### src/sv/ntus_ram.sv
// generic single-write, single-read ram with registered read data
// no dependencies
`default_nettype none

module ntus_ram #(
    parameter int WIDTH = 8,
    parameter int DEPTH = 16
) (
    input  wire logic                     clk,
    input  wire logic                     we,
    input  wire logic [$clog2(DEPTH)-1:0] waddr,
    input  wire logic [WIDTH-1:0]         wdata,
    input  wire logic [$clog2(DEPTH)-1:0] raddr,
    output logic [WIDTH-1:0]              rdata
);

    logic [WIDTH-1:0] mem [DEPTH];

    always_ff @(posedge clk)
    begin
        if (we)
        begin
            mem[waddr] <= wdata;
        end
        rdata <= mem[raddr];
    end

endmodule

`default_nettype wire

### config.mk
export PLATFORM = sky130hd
export DESIGN_NAME = ntus_ram
export DESIGN_NICKNAME = d
export VERILOG_FILES = /design/src/sv/ntus_ram.sv
export SDC_FILE = /design/constraint.sdc
export NUM_CORES = 1
export LEC_CHECK = 0
export BUFFER_PORTS_ARGS = -buffer_cell sky130_fd_sc_hd__buf_2
export CORE_ASPECT_RATIO = 0.7
export CORE_UTILIZATION = 35
export DETAILED_ROUTE_END_ITERATION = 8
export PLACE_DENSITY = 0.61
export SLEW_MARGIN = 20
export SYNTH_ARGS = -nofsm -noshare
export SYNTH_HDL_FRONTEND = slang
export SYNTH_SLANG_ARGS = --single-unit
export TNS_END_PERCENT = 100
### constraint.sdc
create_clock -name clk -period 2.32 [get_ports clk]
set_clock_uncertainty 0.1 [all_clocks]
set_input_delay 0.348 -clock clk [delete_from_list [all_inputs] [get_ports clk]]
set_output_delay 0.348 -clock clk [all_outputs]
set_load 0.01 [all_outputs]
* After elaboration in Yosys (flattened, before gate mapping) *
Memories as Yosys holds them, arrays and structs flattened. A register that Yosys moved wholly into a read port is not among the register bits.
Index checks and enable logic that the tools add are counted.

operators by class
  multiplexer cells = 2

operator list
  kind    count
  $mux 1  2

storage, ports and cells
  register bits = 0
  memory bits (writable) = 128
  bits of input ports = 18
  output and inout bits = 8
  word-level logic and storage cells = 3
  memories kept = 1

memories
  memory  words  bits a word  rd ports  clocked after Yosys merged registers in  write ports  RTL line  text
  mem     16     8            1         1                                        1            17        logic [WIDTH-1:0] mem [DEPTH];

* Depth between registers and ports, before layout *
  depth after elaboration = 2
  depth in mapped cells = 5
  mapped depth without buffers = 3

* Worst setup path after synthesis *
Ideal clock, no wire load.

  kind = in2reg
  from = input port waddr[2]
  to = memory mem[0][0] (enable)
  setup time = 0.383 ns
  arrival = 1.458 ns
  data required time = 1.837 ns
  setup slack = 0.379 ns
  stages on the path = 2
  path buffers = 0
  path through = or3b_2 -> nor3_1

RTL lines
  item         RTL line  text
  from (decl)  11        input wire logic [$clog2(DEPTH)-1:0] waddr,
  to (decl)    17

No word-level cell before the write port.

==> flow_summary_export.csv <==
group,metric,value,unit
status,status,"complete, no violations",
critical_path,r2r-start,"mem[0][3]",
global_routing,grt_pass1_vias,2602,
placed_design,dpl.hpwl,6948,um
synth,yosys_warnings,0,
sta,max_freq,639.6,MHz
critical_path,r2r_setup_slack,0.93,ns
power,peakVddDrop,0.0005065,V
cells_and_area,multiInputGateArea,1057,um^2
clocking,ctsResizeCount,0,
sta,setup-tns-final,0,ns
detailed_routing,drc_errors,0,
clocking,clk_latency,0.41,ns
cells_and_area,diodes,0,
power,total_power,5743,uW
synth,synth_area,5147,um^2
clocking,htreeDepth,4,
floorplanning,io_pins,26,
synth,synthXorXnorAreaFrac,0,%
cells_and_area,nNetsFinal,305,
critical_path,rr_worst_depth,3,
synth,synthAdderAreaFrac,0,%
clocking,hold_buffers,0,
floorplanning,dieArea,15200,um^2
global_routing,grt.total_usage,14.82,%
global_routing,grt_max_degree,21,
synth,synth_compound_area_share,2.333,%
clocking,cts_made_buffers,17,
global_routing,global_route.usage.met2,21.84,%
worst_hold_path,hold_end,"mem[4][4]",
cells_and_area,regArea,4004,um^2
worst_hold_path,hold_class,"in2reg",
floorplanning,fp.dieH,103.5,um
critical_path,start_kind,"primary input",
worst_hold_path,worstHoldStart,"wdata[4]",
synth,syn_inst,229,
synth,synth_top_family_by_area,"multiplexers",
synth,synthMuxAreaShare,15.02,%
sta,hold_viol,0,
synth,seq_area_frac_synth,77.78,%
flow_run,cap_violations,0,
floorplanning,core_area,14140,um^2
global_routing,grt-ovfl-total,0,
sta,layout_worst_path_cycle_share,67.39,%
detailed_routing,drtPass1Iterations,4,
placed_design,port_buffers,25,
synth,synth-simple-area-share,3.184,%
synth,synth_cell_types,19,
synth,synthArstFlopShare,0,%
power,leakagePower,0.002115,uW
synth,synthFlopType,"edfxtp_1",
clocking,post_cts_buffers,0,
synth,synth_edf_count,128,
cells_and_area,drive_gt1_share,33.33,%
cells_and_area,fin_util,43.97,%
critical_path,path_class,"in2reg",
floorplanning,row_count,36,
sta,report.final.slew_viol_count,0,
power,pwr_density_cell,923.5,nW/um^2
floorplanning,initial_core_util,36.39,%
detailed_routing,via_per_inst,5.033,
clocking,ctsRootBufferMaster,"clkbuf_16",
synth,avgSynthCellArea,22.48,um^2
detailed_routing,wl_per_cell,21.11,um
placed_design,gp_congestion,0.7748,
synth,ys_seq_elements,136,
critical_path,crit_required,2.51,ns
sta,setup_viol,0,
detailed_routing,wirelength,10340,um
global_routing,grt_first_pass_wirelength,15460,um
critical_path,r2r_end,"rdata[3]",
placed_design,place_ws,0.3151,ns
critical_path,crit_fanout,20,
detailed_routing,via_count,2466,
sta,fin_hold_ws,0.2209,ns
global_routing,antenna_found_initial,0,
worst_hold_path,min_path_cells,1,
global_routing,met3_usage,3.640,%
sta,tightest_slew,0.4736,ns
clocking,clock-sinks,136,
global_routing,use_met1,21.18,%
sta,rsz0062_at_grt,"false",
floorplanning,fp.dieW,147.0,um
clocking,cts_buffer_depth,2,
clocking,cts_tree,"yes",
critical_path,endpoint_kind,"register",
cells_and_area,final.fill_count,1223,
detailed_routing,postRouteAntennaNets,0,
global_routing,top_usage_layer,"met2",
cells_and_area,area_delta_synth_final,20.81,%
sta,fin_ws,0.7566,ns
critical_path,cp.arrival,1.76,ns
synth,synth_nets,247,
clocking,clk_pin_slew,0.06,ns
sta,max-slew-margin-rel,68.36,%
sta,fin_crit,1.563,ns
detailed_routing,initialDrtViolationCount,219,
cell type report:
class                           instances  area share, %
Clock buffer                           17          6.841
Timing Repair Buffer                   49          5.111
Tap cell                              190          3.823
Clock inverter                         15          2.837
Multi-Input combinational cell         83          17.00
Sequential cell                       136          64.39
worst max-delay path, stage by stage:
cell	delay (ns)
buf_2	0.25
buf_12	0.24
mux4_1	0.57
a22oi_1	0.24
nand2_1	0.07
Yosys cell counts (2+ instances only):
master / n / share of area (%)
nand3b_1: 2 / 0.29
nand2b_1: 2 / 0.24
dfxtp_1: 8 / 3.1
a22oi_1: 16 / 2.3
clkdlybuf4s25_2: 3 / 0.58
edfxtp_1: 128 / 75
buf_2: 3 / 0.29
mux4_2: 18 / 7.9
nor3_1: 4 / 0.39
nand2_1: 9 / 0.66
buf_6: 3 / 0.66
mux4_1: 14 / 7.1
nor2_1: 13 / 0.95
layer usage:
layer  vias to the layer above  wire [um]
li1                       1095          -
met1                      1294       4841
met2                        64       4547
met3                        13        842
met4                         0        111
met5                         -          0
where the power goes:
| part | internal, uW | switching [uW] | total [uW] |
|---|---|---|---|
| clock | 1690 | 1020 | 2720 |
| combinational | 112 | 148 | 260 |
| sequential | 2750 | 19.7 | 2770 |
| total | 4550 | 1190 | 5740 |
layout by cell type, fill, tap and decap left out, drive strengths merged:
cell      instances
buf              49
clkinvlp          3
nor2             13
nor2b             1
nand2b            2
mux4             32
dfxtp             8
edfxtp          128
bufinv            3
inv               3
and2b             1
nand3b            2
clkbuf           17
clkinv            6
a22oi            16
nand2             9
or3b              1
nand3             1
nor3              4
and2              1
cells by family (layout without fill, tap and decap cells):
group / count (synthesis) / after routing
AO/OA/AOI/OAI: 16 / 16
flip-flops: 136 / 136
AND/OR/NAND/NOR: 35 / 35
buffers and inverters: 10 / 81
multiplexers: 32 / 32
state kept, by name (all words and copies together) (netlist names):
| name | flops |
|---|---|
| rdata | 8 |
| mem | 128 |
worst max-delay path by stage:
stage / from / endpoint / depth (start not counted)
final: raddr[0] / rdata[0] / 5
after global routing: raddr[0] / rdata[0] / 5
after CTS: raddr[0] / rdata[0] / 5
after detailed placement: raddr[0] / rdata[0] / 5
after global placement: raddr[0] / rdata[0] / 5
after floorplan: waddr[2] / mem[0][0] / 2
metrics by stage:
step,instances,cell area (um^2)
2_1_floorplan,229,5147
3_3_place_gp,458,5617
3_5_place_dp,458,5617
4_1_cts,490,6218
5_1_grt,490,6218
6_report,490,6218
(Power assumes the default switching activity.)
